`config.mk`:
```
export PLATFORM = sky130hd
export DESIGN_NAME = ordered_array_insert_remove_unit
export DESIGN_NICKNAME = d
export VERILOG_FILES = /design/src/hdl/oair_pkg.sv /design/src/hdl/ordered_array_insert_remove_unit.sv /design/src/hdl/oair_ram.sv /design/src/hdl/oair_dpath.sv /design/src/hdl/oair_ctrl.sv
export VERILOG_INCLUDE_DIRS = /design/src /design/src/hdl
export SDC_FILE = /design/constraint.sdc
export NUM_CORES = 2
export LEC_CHECK = 0
export BUFFER_PORTS_ARGS = -buffer_cell sky130_fd_sc_hd__buf_2
export CELL_PAD_IN_SITES_DETAIL_PLACEMENT = 0
export CELL_PAD_IN_SITES_GLOBAL_PLACEMENT = 2
export CORE_ASPECT_RATIO = 0.6
export CORE_MARGIN = 2
export CORE_UTILIZATION = 36
export CTS_BUF_LIST = sky130_fd_sc_hd__clkbuf_8
export CTS_CLUSTER_DIAMETER = 50
export DETAILED_ROUTE_END_ITERATION = 7
export HOLD_SLACK_MARGIN = 0.06
export PLACE_DENSITY = 0.64
export SKIP_LAST_GASP = 1
export SYNTH_ARGS = -nofsm -noshare
export SYNTH_HDL_FRONTEND = slang
export SYNTH_HIERARCHICAL = 1
export SYNTH_SLANG_ARGS = --single-unit
```
`constraint.sdc`:
```
create_clock -name clock -period 4.9 [get_ports clock]
set_clock_uncertainty 0.2 [all_clocks]
set_input_delay 0.245 -clock clock [delete_from_list [all_inputs] [get_ports clock]]
set_output_delay 0.245 -clock clock [all_outputs]
set_load 0.02 [all_outputs]
```
`src/hdl/ordered_array_insert_remove_unit_defines.svh`:
```
// Assertion macros for the ordered array insert/remove unit.
// Used by the top level; relies on signals named clock and reset in scope.
`ifndef ORDERED_ARRAY_INSERT_REMOVE_UNIT_DEFINES_SVH
`define ORDERED_ARRAY_INSERT_REMOVE_UNIT_DEFINES_SVH

// Same-cycle implication, disabled while reset is high
`define OAIR_ASSERT_IMPL(label, ante, cons, msg) \
   label: assert property (@(posedge clock) disable iff (reset) (ante) |-> (cons)) \
      else $error(msg);

// Next-cycle implication, disabled while reset is high
`define OAIR_ASSERT_NEXT(label, ante, cons, msg) \
   label: assert property (@(posedge clock) disable iff (reset) (ante) |=> (cons)) \
      else $error(msg);

`endif

```
`src/hdl/oair_pkg.sv`:
```
// Shared types and constants for the ordered array insert/remove unit.
// No dependencies; imported by the top level, the datapath and the controller.
package oair_pkg;

   // Default sizes
   localparam int OAIR_DEPTH  = 64;
   localparam int OAIR_ELEM_W = 32;

   // Port widths
   localparam int REQ_TDATA_W = 40;  // position(7) + item_value(32), padded
   localparam int RSP_TDATA_W = 40;  // item_out(32) + count_after(7), padded
   localparam int CSR_ADDR_W  = 3;
   localparam int CSR_DATA_W  = 32;

   // Register map (word index)
   localparam logic REG_CAPACITY = 1'b0;
   localparam logic [6:0] CAPACITY_RESET = 7'd64;

   typedef enum logic [1:0] {
      KIND_APPEND = 2'd0,
      KIND_INSERT = 2'd1,
      KIND_POP    = 2'd2,
      KIND_REMOVE = 2'd3
   } kind_type;

   typedef enum logic [1:0] {
      STAT_OK    = 2'd0,
      STAT_FULL  = 2'd1,
      STAT_EMPTY = 2'd2,
      STAT_RANGE = 2'd3
   } status_type;

   // Read address select relative to the walk pointer
   typedef enum logic [1:0] {
      RD_PREV = 2'd0,
      RD_HERE = 2'd1,
      RD_NEXT = 2'd2
   } rd_sel_type;

   typedef enum logic [3:0] {
      S_IDLE,
      S_DECIDE,
      S_UP_RD,
      S_UP_WR,
      S_WR_NEW,
      S_RM_RD,
      S_RM_CAP,
      S_DN_RD,
      S_DN_WR,
      S_RM_END,
      S_DONE
   } state_type;

   // Controller to datapath
   typedef struct packed {
      logic       load_req;
      logic       chk_load;
      logic       ptr_load_count;
      logic       ptr_load_at;
      logic       ptr_dec;
      logic       ptr_inc;
      logic       rd_en;
      rd_sel_type rd_sel;
      logic       wr_en;
      logic       wr_new;
      logic       cap_removed;
      logic       cnt_inc;
      logic       cnt_dec;
      logic       rsp_load;
   } cmd_type;

   // Datapath to controller
   typedef struct packed {
      status_type status;
      logic       is_add;
      logic       cnt_eq_at;
      logic       ptr_prev_eq_at;
      logic       ptr_at_end;
      logic       ptr_next_at_end;
      logic       rsp_free;
   } sts_type;

endpackage

```
`src/hdl/ordered_array_insert_remove_unit.sv`:
```
// Channel   Dir  Handshake              Payload
// req       in   req_tvalid/req_tready  tuser: req_type; tdata: position, item_value
// rsp       out  rsp_tvalid/rsp_tready  tuser: status;   tdata: item_out, count_after
// csr       in   psel/penable/pwrite    capacity_limit at byte address 0
//
// One request at a time through a single-port-read, single-port-write entry RAM.
// A failed request goes from check to result. Append or insert at p moves entries
// p..n-1 up; remove at p (pop: p = n-1) moves later ones down, and each moved
// entry costs one RAM read and one RAM write. Synchronous reset clears the count,
// the FSM and capacity_limit (to 64). A stalled result holds in the output
// register; the next request is accepted meanwhile and waits only at its end.
`include "ordered_array_insert_remove_unit_defines.svh"
module ordered_array_insert_remove_unit import oair_pkg::*; #(
   parameter int DEPTH         = OAIR_DEPTH,
   parameter int ELEMENT_WIDTH = OAIR_ELEM_W
) (
   input  logic                   clock,
   input  logic                   reset,
   input  logic                   req_tvalid,
   output logic                   req_tready,
   input  logic [REQ_TDATA_W-1:0] req_tdata,   // [6:0] position, [38:7] item_value
   input  logic [1:0]             req_tuser,   // [1:0] req_type
   output logic                   rsp_tvalid,
   input  logic                   rsp_tready,
   output logic [RSP_TDATA_W-1:0] rsp_tdata,   // [31:0] item_out, [38:32] count_after
   output logic [1:0]             rsp_tuser,   // [1:0] status
   input  logic                   csr_psel,
   input  logic                   csr_penable,
   input  logic                   csr_pwrite,
   input  logic [CSR_ADDR_W-1:0]  csr_paddr,
   input  logic [CSR_DATA_W-1:0]  csr_pwdata,
   output logic [CSR_DATA_W-1:0]  csr_prdata,
   output logic                   csr_pready
);

   logic [6:0]  capacity_ff;
   logic        csr_sel_cap;
   cmd_type     cmd;
   sts_type     sts;
   logic [1:0]  rsp_status;
   logic [31:0] rsp_item;
   logic [6:0]  rsp_count;

   // Configuration register
   assign csr_pready  = 1'b1;
   assign csr_sel_cap = (csr_paddr[CSR_ADDR_W-1:2] == REG_CAPACITY);

   always_ff @(posedge clock) begin
      if (reset) begin
         capacity_ff <= CAPACITY_RESET;
      end else if (csr_psel && csr_penable && csr_pwrite && csr_pready && csr_sel_cap) begin
         capacity_ff <= csr_pwdata[6:0];
      end
   end

   assign csr_prdata = csr_sel_cap ? CSR_DATA_W'(capacity_ff) : '0;

   oair_ctrl u_ctrl (
      .clock      (clock),
      .reset      (reset),
      .req_tvalid (req_tvalid),
      .req_tready (req_tready),
      .sts        (sts),
      .cmd        (cmd)
   );

   oair_dpath #(
      .DEPTH         (DEPTH),
      .ELEMENT_WIDTH (ELEMENT_WIDTH)
   ) u_dpath (
      .clock          (clock),
      .reset          (reset),
      .cmd            (cmd),
      .sts            (sts),
      .req_type       (req_tuser),
      .position       (req_tdata[6:0]),
      .item_value     (req_tdata[38:7]),
      .capacity_limit (capacity_ff),
      .rsp_tready     (rsp_tready),
      .rsp_tvalid     (rsp_tvalid),
      .rsp_status     (rsp_status),
      .rsp_item       (rsp_item),
      .rsp_count      (rsp_count)
   );

   // Result word packing
   assign rsp_tdata = {1'b0, rsp_count, rsp_item};
   assign rsp_tuser = rsp_status;

   // Checks
   `OAIR_ASSERT_NEXT(a_busy_after_accept, req_tvalid && req_tready, !req_tready, "ready after accept")
   `OAIR_ASSERT_IMPL(a_fail_no_item, rsp_tvalid && (rsp_tuser != STAT_OK), rsp_tdata[31:0] == '0, "item on failed request")
   `OAIR_ASSERT_IMPL(a_idle_no_ram, req_tready, !cmd.wr_en && !cmd.rd_en, "RAM access while idle")
   `OAIR_ASSERT_IMPL(a_no_overwrite, cmd.rsp_load, sts.rsp_free, "result overwritten")

endmodule

```
`src/hdl/oair_ram.sv`:
```
// Generic single-write, single-read RAM with registered read data.
// No dependencies.
module oair_ram #(
   parameter int WIDTH = 32,
   parameter int DEPTH = 64
) (
   input  logic                     clock,
   input  logic                     wr_en,
   input  logic [$clog2(DEPTH)-1:0] wr_addr,
   input  logic [WIDTH-1:0]         wr_data,
   input  logic                     rd_en,
   input  logic [$clog2(DEPTH)-1:0] rd_addr,
   output logic [WIDTH-1:0]         rd_data
);

   logic [WIDTH-1:0] mem_ff [DEPTH];
   logic [WIDTH-1:0] rd_data_ff;

   always_ff @(posedge clock) begin
      if (wr_en) begin
         mem_ff[wr_addr] <= wr_data;
      end
      if (rd_en) begin
         rd_data_ff <= mem_ff[rd_addr];
      end
   end

   assign rd_data = rd_data_ff;

endmodule

```
`src/hdl/oair_dpath.sv`:
```
// Datapath: request registers, entry count, walk pointer, entry RAM, result register.
// Depends on oair_pkg and oair_ram.
module oair_dpath import oair_pkg::*; #(
   parameter int DEPTH         = OAIR_DEPTH,
   parameter int ELEMENT_WIDTH = OAIR_ELEM_W
) (
   input  logic        clock,
   input  logic        reset,
   input  cmd_type     cmd,
   output sts_type     sts,
   input  logic [1:0]  req_type,
   input  logic [6:0]  position,
   input  logic [31:0] item_value,
   input  logic [6:0]  capacity_limit,
   input  logic        rsp_tready,
   output logic        rsp_tvalid,
   output logic [1:0]  rsp_status,
   output logic [31:0] rsp_item,
   output logic [6:0]  rsp_count
);

   localparam int AW  = $clog2(DEPTH);
   localparam int CW  = $clog2(DEPTH + 1);
   localparam int WW  = ((CW > 7) ? CW : 7) + 1;
   localparam int ORW = (ELEMENT_WIDTH > 32) ? ELEMENT_WIDTH : 32;

   kind_type               kind_ff;
   logic [6:0]             pos_ff;
   logic [ELEMENT_WIDTH-1:0] val_ff;
   logic [CW-1:0]          cnt_ff;
   logic [AW-1:0]          ptr_ff;
   logic [ELEMENT_WIDTH-1:0] removed_ff;
   status_type             stat_ff;
   logic                   rsp_valid_ff;
   status_type             rsp_status_ff;
   logic [31:0]            rsp_item_ff;
   logic [6:0]             rsp_count_ff;

   logic [WW-1:0]          cnt_w;
   logic [WW-1:0]          pos_w;
   logic [WW-1:0]          lim_w;
   logic [WW-1:0]          at_w;
   logic [WW-1:0]          ptr_w;
   status_type             status;
   logic [ORW-1:0]         val_ext;
   logic [ORW-1:0]         removed_ext;
   logic [AW-1:0]          rd_addr;
   logic [ELEMENT_WIDTH-1:0] wr_data;
   logic [ELEMENT_WIDTH-1:0] rd_data;

   assign cnt_w = WW'(cnt_ff);
   assign pos_w = WW'(pos_ff);
   assign ptr_w = WW'(ptr_ff);
   assign lim_w = (WW'(capacity_limit) > WW'(DEPTH)) ? WW'(DEPTH) : WW'(capacity_limit);
   assign val_ext     = ORW'(item_value);
   assign removed_ext = ORW'(removed_ff);

   // Target index of the request
   always_comb begin
      case (kind_ff)
         KIND_APPEND: at_w = cnt_w;
         KIND_POP:    at_w = cnt_w - WW'(1);
         default:     at_w = pos_w;
      endcase
   end

   // Request check: full test comes before the range test
   always_comb begin
      case (kind_ff)
         KIND_APPEND, KIND_INSERT: begin
            if (cnt_w >= lim_w) begin
               status = STAT_FULL;
            end else if (at_w > cnt_w) begin
               status = STAT_RANGE;
            end else begin
               status = STAT_OK;
            end
         end
         KIND_POP: begin
            status = (cnt_w == '0) ? STAT_EMPTY : STAT_OK;
         end
         default: begin
            status = (pos_w >= cnt_w) ? STAT_RANGE : STAT_OK;
         end
      endcase
   end

   // Status back to the controller
   always_comb begin
      sts.status          = status;
      sts.is_add          = (kind_ff == KIND_APPEND) || (kind_ff == KIND_INSERT);
      sts.cnt_eq_at       = (at_w == cnt_w);
      sts.ptr_prev_eq_at  = ((ptr_w - WW'(1)) == at_w);
      sts.ptr_at_end      = ((ptr_w + WW'(1)) >= cnt_w);
      sts.ptr_next_at_end = ((ptr_w + WW'(2)) >= cnt_w);
      sts.rsp_free        = !rsp_valid_ff || rsp_tready;
   end

   // Read address around the walk pointer
   always_comb begin
      case (cmd.rd_sel)
         RD_PREV: rd_addr = ptr_ff - AW'(1);
         RD_HERE: rd_addr = ptr_ff;
         RD_NEXT: rd_addr = ptr_ff + AW'(1);
         default: rd_addr = ptr_ff;
      endcase
   end

   assign wr_data = cmd.wr_new ? val_ff : rd_data;

   oair_ram #(
      .WIDTH (ELEMENT_WIDTH),
      .DEPTH (DEPTH)
   ) u_entries (
      .clock   (clock),
      .wr_en   (cmd.wr_en),
      .wr_addr (ptr_ff),
      .wr_data (wr_data),
      .rd_en   (cmd.rd_en),
      .rd_addr (rd_addr),
      .rd_data (rd_data)
   );

   // Request payload and removed word
   always_ff @(posedge clock) begin
      if (cmd.load_req) begin
         kind_ff    <= kind_type'(req_type);
         pos_ff     <= position;
         val_ff     <= val_ext[ELEMENT_WIDTH-1:0];
         removed_ff <= '0;
      end else if (cmd.cap_removed) begin
         removed_ff <= rd_data;
      end
   end

   // Request verdict, held until the result is loaded
   always_ff @(posedge clock) begin
      if (cmd.chk_load) begin
         stat_ff <= status;
      end
   end

   // Walk pointer
   always_ff @(posedge clock) begin
      if (cmd.ptr_load_count) begin
         ptr_ff <= cnt_w[AW-1:0];
      end else if (cmd.ptr_load_at) begin
         ptr_ff <= at_w[AW-1:0];
      end else if (cmd.ptr_dec) begin
         ptr_ff <= ptr_ff - AW'(1);
      end else if (cmd.ptr_inc) begin
         ptr_ff <= ptr_ff + AW'(1);
      end
   end

   // Entry count
   always_ff @(posedge clock) begin
      if (reset) begin
         cnt_ff <= '0;
      end else if (cmd.cnt_inc) begin
         cnt_ff <= cnt_ff + CW'(1);
      end else if (cmd.cnt_dec) begin
         cnt_ff <= cnt_ff - CW'(1);
      end
   end

   // Result register
   always_ff @(posedge clock) begin
      if (reset) begin
         rsp_valid_ff <= 1'b0;
      end else if (cmd.rsp_load) begin
         rsp_valid_ff <= 1'b1;
      end else if (rsp_tready) begin
         rsp_valid_ff <= 1'b0;
      end
   end

   always_ff @(posedge clock) begin
      if (cmd.rsp_load) begin
         rsp_status_ff <= stat_ff;
         rsp_item_ff   <= removed_ext[31:0];
         rsp_count_ff  <= cnt_w[6:0];
      end
   end

   assign rsp_tvalid = rsp_valid_ff;
   assign rsp_status = rsp_status_ff;
   assign rsp_item   = rsp_item_ff;
   assign rsp_count  = rsp_count_ff;

endmodule

```
`src/hdl/oair_ctrl.sv`:
```
// Controller state machine: sequences checks, shifts, reads and the result.
// Depends on oair_pkg.
module oair_ctrl import oair_pkg::*; (
   input  logic    clock,
   input  logic    reset,
   input  logic    req_tvalid,
   output logic    req_tready,
   input  sts_type sts,
   output cmd_type cmd
);

   state_type state_ff;
   state_type state_in;

   always_ff @(posedge clock) begin
      if (reset) begin
         state_ff <= S_IDLE;
      end else begin
         state_ff <= state_in;
      end
   end

   // Next state and commands
   always_comb begin
      state_in   = state_ff;
      cmd        = '0;
      cmd.rd_sel = RD_HERE;
      req_tready = 1'b0;
      case (state_ff)
         S_IDLE: begin
            req_tready = 1'b1;
            if (req_tvalid) begin
               cmd.load_req = 1'b1;
               state_in     = S_DECIDE;
            end
         end
         S_DECIDE: begin
            // verdict is taken before the count moves
            cmd.chk_load = 1'b1;
            if (sts.status != STAT_OK) begin
               state_in = S_DONE;
            end else if (sts.is_add) begin
               cmd.ptr_load_count = 1'b1;
               state_in = sts.cnt_eq_at ? S_WR_NEW : S_UP_RD;
            end else begin
               cmd.ptr_load_at = 1'b1;
               state_in        = S_RM_RD;
            end
         end
         // Shift up: entry ptr-1 moves to ptr
         S_UP_RD: begin
            cmd.rd_en  = 1'b1;
            cmd.rd_sel = RD_PREV;
            state_in   = S_UP_WR;
         end
         S_UP_WR: begin
            cmd.wr_en   = 1'b1;
            cmd.ptr_dec = 1'b1;
            state_in    = sts.ptr_prev_eq_at ? S_WR_NEW : S_UP_RD;
         end
         S_WR_NEW: begin
            cmd.wr_en   = 1'b1;
            cmd.wr_new  = 1'b1;
            cmd.cnt_inc = 1'b1;
            state_in    = S_DONE;
         end
         // Remove: fetch the target, then shift later entries down
         S_RM_RD: begin
            cmd.rd_en  = 1'b1;
            cmd.rd_sel = RD_HERE;
            state_in   = S_RM_CAP;
         end
         S_RM_CAP: begin
            cmd.cap_removed = 1'b1;
            state_in        = sts.ptr_at_end ? S_RM_END : S_DN_RD;
         end
         S_DN_RD: begin
            cmd.rd_en  = 1'b1;
            cmd.rd_sel = RD_NEXT;
            state_in   = S_DN_WR;
         end
         S_DN_WR: begin
            cmd.wr_en   = 1'b1;
            cmd.ptr_inc = 1'b1;
            state_in    = sts.ptr_next_at_end ? S_RM_END : S_DN_RD;
         end
         S_RM_END: begin
            cmd.cnt_dec = 1'b1;
            state_in    = S_DONE;
         end
         S_DONE: begin
            if (sts.rsp_free) begin
               cmd.rsp_load = 1'b1;
               state_in     = S_IDLE;
            end
         end
         default: begin
            state_in = S_IDLE;
         end
      endcase
   end

endmodule

```
==> results.sh <==
export IMPL_ant_nets=0
export IMPL_grt_max_degree=74
export IMPL_drive_gt1_frac=0.309
export IMPL_post_drt_wl_per_cell_um=30.1
export IMPL_slew_headroom=0.256
export IMPL_clk_latency_ns=0.98
export IMPL_grt_util_all_layers=0.196
export IMPL_synth_most_common_cell="edfxtp_1"
export IMPL_period_share=0.971
export IMPL_p_per_area_nw_per_um2=642
export IMPL_fin_tns_setup_ns=0
export IMPL_yosysWarnings=6
export IMPL_clkTransAtPathRegs_ns=0.07
export IMPL_rrSetupSlack_ns=0.14
export IMPL_route_detailed_drc=0
export IMPL_antenna_found_initial=12
export IMPL_portBuffers=105
export IMPL_synthAdderAreaFrac=0.00705
export IMPL_async_reset_ff_frac=0
export IMPL_synth_compound_area_frac=0.0212
export IMPL_synth_top_area_frac=0.755
export IMPL_end_kind="flip-flop"
export IMPL_vias=43193
export IMPL_syn_to_final_growth_pct=16.3
export IMPL_reg2reg_from="u_dpath/kind_ff[1]$_DFFE_PP_"
export IMPL_post_route_min_period_ns=4.76
export IMPL_avgSynthCellArea_um2=21.7
export IMPL_layout_nets=4744
export IMPL_start_util=0.361
export IMPL_clk_path_buf_depth=4
export IMPL_dr_pass1_iters=6
export IMPL_grt_pass1_wl_mm=336
export IMPL_tightest_slew_ns=1.12
export IMPL_yosys_most_used_dff="edfxtp_1"
export IMPL_gp_congestion=0.779
export IMPL_hold_path_class="primary input to flip-flop"
export IMPL_dr_first_iter_drc_count=5182
export IMPL_synth_top_cells_by_area="edfxtp_1 (76%), mux4_2 (14%), mux2i_1 (1.6%)"
export IMPL_ys_ff_latch=2221
export IMPL_cts_root_buffer="clkbuf_8"
export IMPL_ff2ff_path_depth=13
export IMPL_row_count=139
export IMPL_cts_sinks=2221
export IMPL_cp_arrival_ns=5.45
export IMPL_grt_pass1_vias=43568
export IMPL_cap_viol_max_count=0
export IMPL_core_area_um2=239000
export IMPL_synthesis_area_um2=86300
export IMPL_worstPathRequired_ns=5.59
export IMPL_status="finished, final reports clean"
export IMPL_path_class="flip-flop to flip-flop"
export IMPL_yosys_area_share_simple=0.0228
export IMPL_cts_tree="yes"
export IMPL_synth_mux_area_frac=0.163
export IMPL_die_area_um2=244000
export IMPL_h_tree_depth=5
export IMPL_synth_edff_count=2170
export IMPL_fmax_mhz=210
export IMPL_critPathMaxFanout=10
export IMPL_cts_inserted_buffers=327
export IMPL_cp_start_kind="flip-flop"
export IMPL_netlist_instances=3972
export IMPL_setup_viol=0
export IMPL_synth_xor_area_frac=0.00305
export IMPL_hpwl_mm=140
export IMPL_rr_endpoint="u_ctrl/state_ff[0]$_SDFFE_PP0P_"
export IMPL_vias_per_cell=5.40
export IMPL_die_height_um=383
export IMPL_min_to="u_dpath/cnt_ff[0]$_SDFFE_PP0P_"
export IMPL_die_w_um=636
export IMPL_synth_top_family_by_area="multiplexers"
export IMPL_vdd_drop_max_uv=402
export IMPL_routed_wl_mm=241
export IMPL_synth_commonest_cells="edfxtp_1 (2170), mux4_2 (544), nor2_1 (206), mux2i_1 (137), a21oi_1 (89)"
export IMPL_maxSlewViolCount=0
export IMPL_gr_total_overflow=0
export IMPL_yosysTopAreaCell="edfxtp_1"
export IMPL_seq_area_frac_synth=0.767
export IMPL_rsz0062_at_grt="no"
export IMPL_p_leak_uw=0.0320
export IMPL_ys_types=73
export IMPL_hp_start="reset"
export IMPL_hold_path_cell_count=3
export IMPL_hold_viol=0
export IMPL_hold_ws_ns=0.193
export IMPL_pin_count=161
==> cell type report <==
| cell class | instances | area (µm²) |
|---|---|---|
| fillers | 20877 | 138000 |
| clock buffers | 344 | 4730 |
| clock inverters | 202 | 956 |
| inverters | 28 | 105 |
| multi-input cells | 1507 | 19400 |
| repair buffers | 527 | 4970 |
| well taps | 3172 | 3970 |
| diodes | 2 | 5.00 |
| flip-flops and latches | 2221 | 66200 |
==> through the flow <==
| stage | power, µW | std cells | worst slack [ns] | utilization | area, µm² |
|---|---|---|---|---|---|
| finish | 64400 | 8003 | 0.142 | 0.420 | 100000 |
| global route | 67100 | 8002 | 0.00772 | 0.420 | 100000 |
| CTS | 64900 | 8001 | 0.398 | 0.420 | 100000 |
| floorplan | 39700 | 3997 | 0.370 | - | 86400 |
| detailed placement | 51100 | 7338 | 0.533 | 0.391 | 93400 |
| global placement | 50900 | 7338 | 0.551 | 0.391 | 93400 |
==> cells in the final DEF, fill, tap and decap left out, drive strengths merged, types with 51 or more instances in the layout <==
cell type / Yosys / routed
nor2: 206 / 206
a21oi: 89 / 89
o22ai: 85 / 85
dlygate4sd3: 0 / 117
clkbuf: 88 / 344
edfxtp: 2170 / 2170
mux2i: 137 / 137
dfxtp: 51 / 51
inv: 28 / 123
mux4: 544 / 544
clkinv: 0 / 95
buf: 153 / 410
nand2: 51 / 51
==> flip-flops by register name, indices dropped and copies added (netlist names) <==
signal,cells
u_dpath/pos_ff,7
u_dpath/stat_ff,2
u_dpath/val_ff,32
u_dpath/rsp_count,7
u_dpath/rsp_tvalid,1
u_dpath/removed_ext,32
u_dpath/ptr_ff,6
u_ctrl/state_ff,4
u_dpath/u_entries/rd_data,32
capacity_ff,7
u_dpath/rsp_item,32
u_dpath/kind_ff,2
u_dpath/u_entries/mem_ff,2048
u_dpath/rsp_status,2
u_dpath/cnt_ff,7
==> worst max-delay path by stage <==
stage / start / end / cells past startpoint
2_1_floorplan: u_ctrl/state_ff[2]$_SDFFE_PP0P_ / u_dpath/u_entries/mem_ff[48][0]$_DFFE_PP_ / 7
3_3_place_gp: u_ctrl/state_ff[2]$_SDFFE_PP0P_ / u_dpath/u_entries/rd_data[8]$_DFFE_PP_ / 12
3_5_place_dp: u_dpath/kind_ff[1]$_DFFE_PP_ / u_dpath/ptr_ff[2]$_DFFE_PP_ / 13
4_1_cts: u_dpath/kind_ff[1]$_DFFE_PP_ / u_ctrl/state_ff[0]$_SDFFE_PP0P_ / 13
5_1_grt: u_dpath/cnt_ff[0]$_SDFFE_PP0P_ / u_ctrl/state_ff[0]$_SDFFE_PP0P_ / 17
6_report: u_dpath/kind_ff[1]$_DFFE_PP_ / u_ctrl/state_ff[0]$_SDFFE_PP0P_ / 13
==> cells by family (layout without fill, tap and decap cells) <==
family / count (synthesis) / in the layout
flops: 2221 / 2221
buf+inv: 269 / 1101
compound gates: 284 / 284
simple gates: 399 / 399
fa+ha+maj: 48 / 48
xor+xnor: 30 / 30
other cells: 2 / 29
mux: 719 / 719
==> worst max-delay path: stages, from the launching register on <==
cell           delay [ns]
edfxtp_1             0.71
nor4b_4              0.47
a21oi_1              0.13
o31a_1               0.37
ha_1                 0.33
and4_1               0.23
o21a_1               0.16
o311ai_0             0.43
o211ai_1             0.20
nor2_1               0.32
nand2_2              0.11
o22ai_1              0.23
nor4b_2              0.22
dlygate4sd3_1        0.57
==> power by group <==
part           internal, µW  total (µW)  switching [µW]
logic                 10300       26000           15700
registers             24300       24700             402
clock network          6630       13700            7090
==> routing by layer <==
metal,share of wire,up-vias,track usage
met4,0.019,4,0.0439
li1,-,17845,-
met5,0.000087,-,0
met2,0.43,1642,0.283
met3,0.088,287,0.0482
met1,0.46,23415,0.297
==> repair_timing <==
item                      4_1_cts  5_1_grt
hold buffers                  117        0
buffers inserted                0        0
gates resized for setup         0        0
hold endpoints to repair      138        0
(Power assumes the default switching activity.)
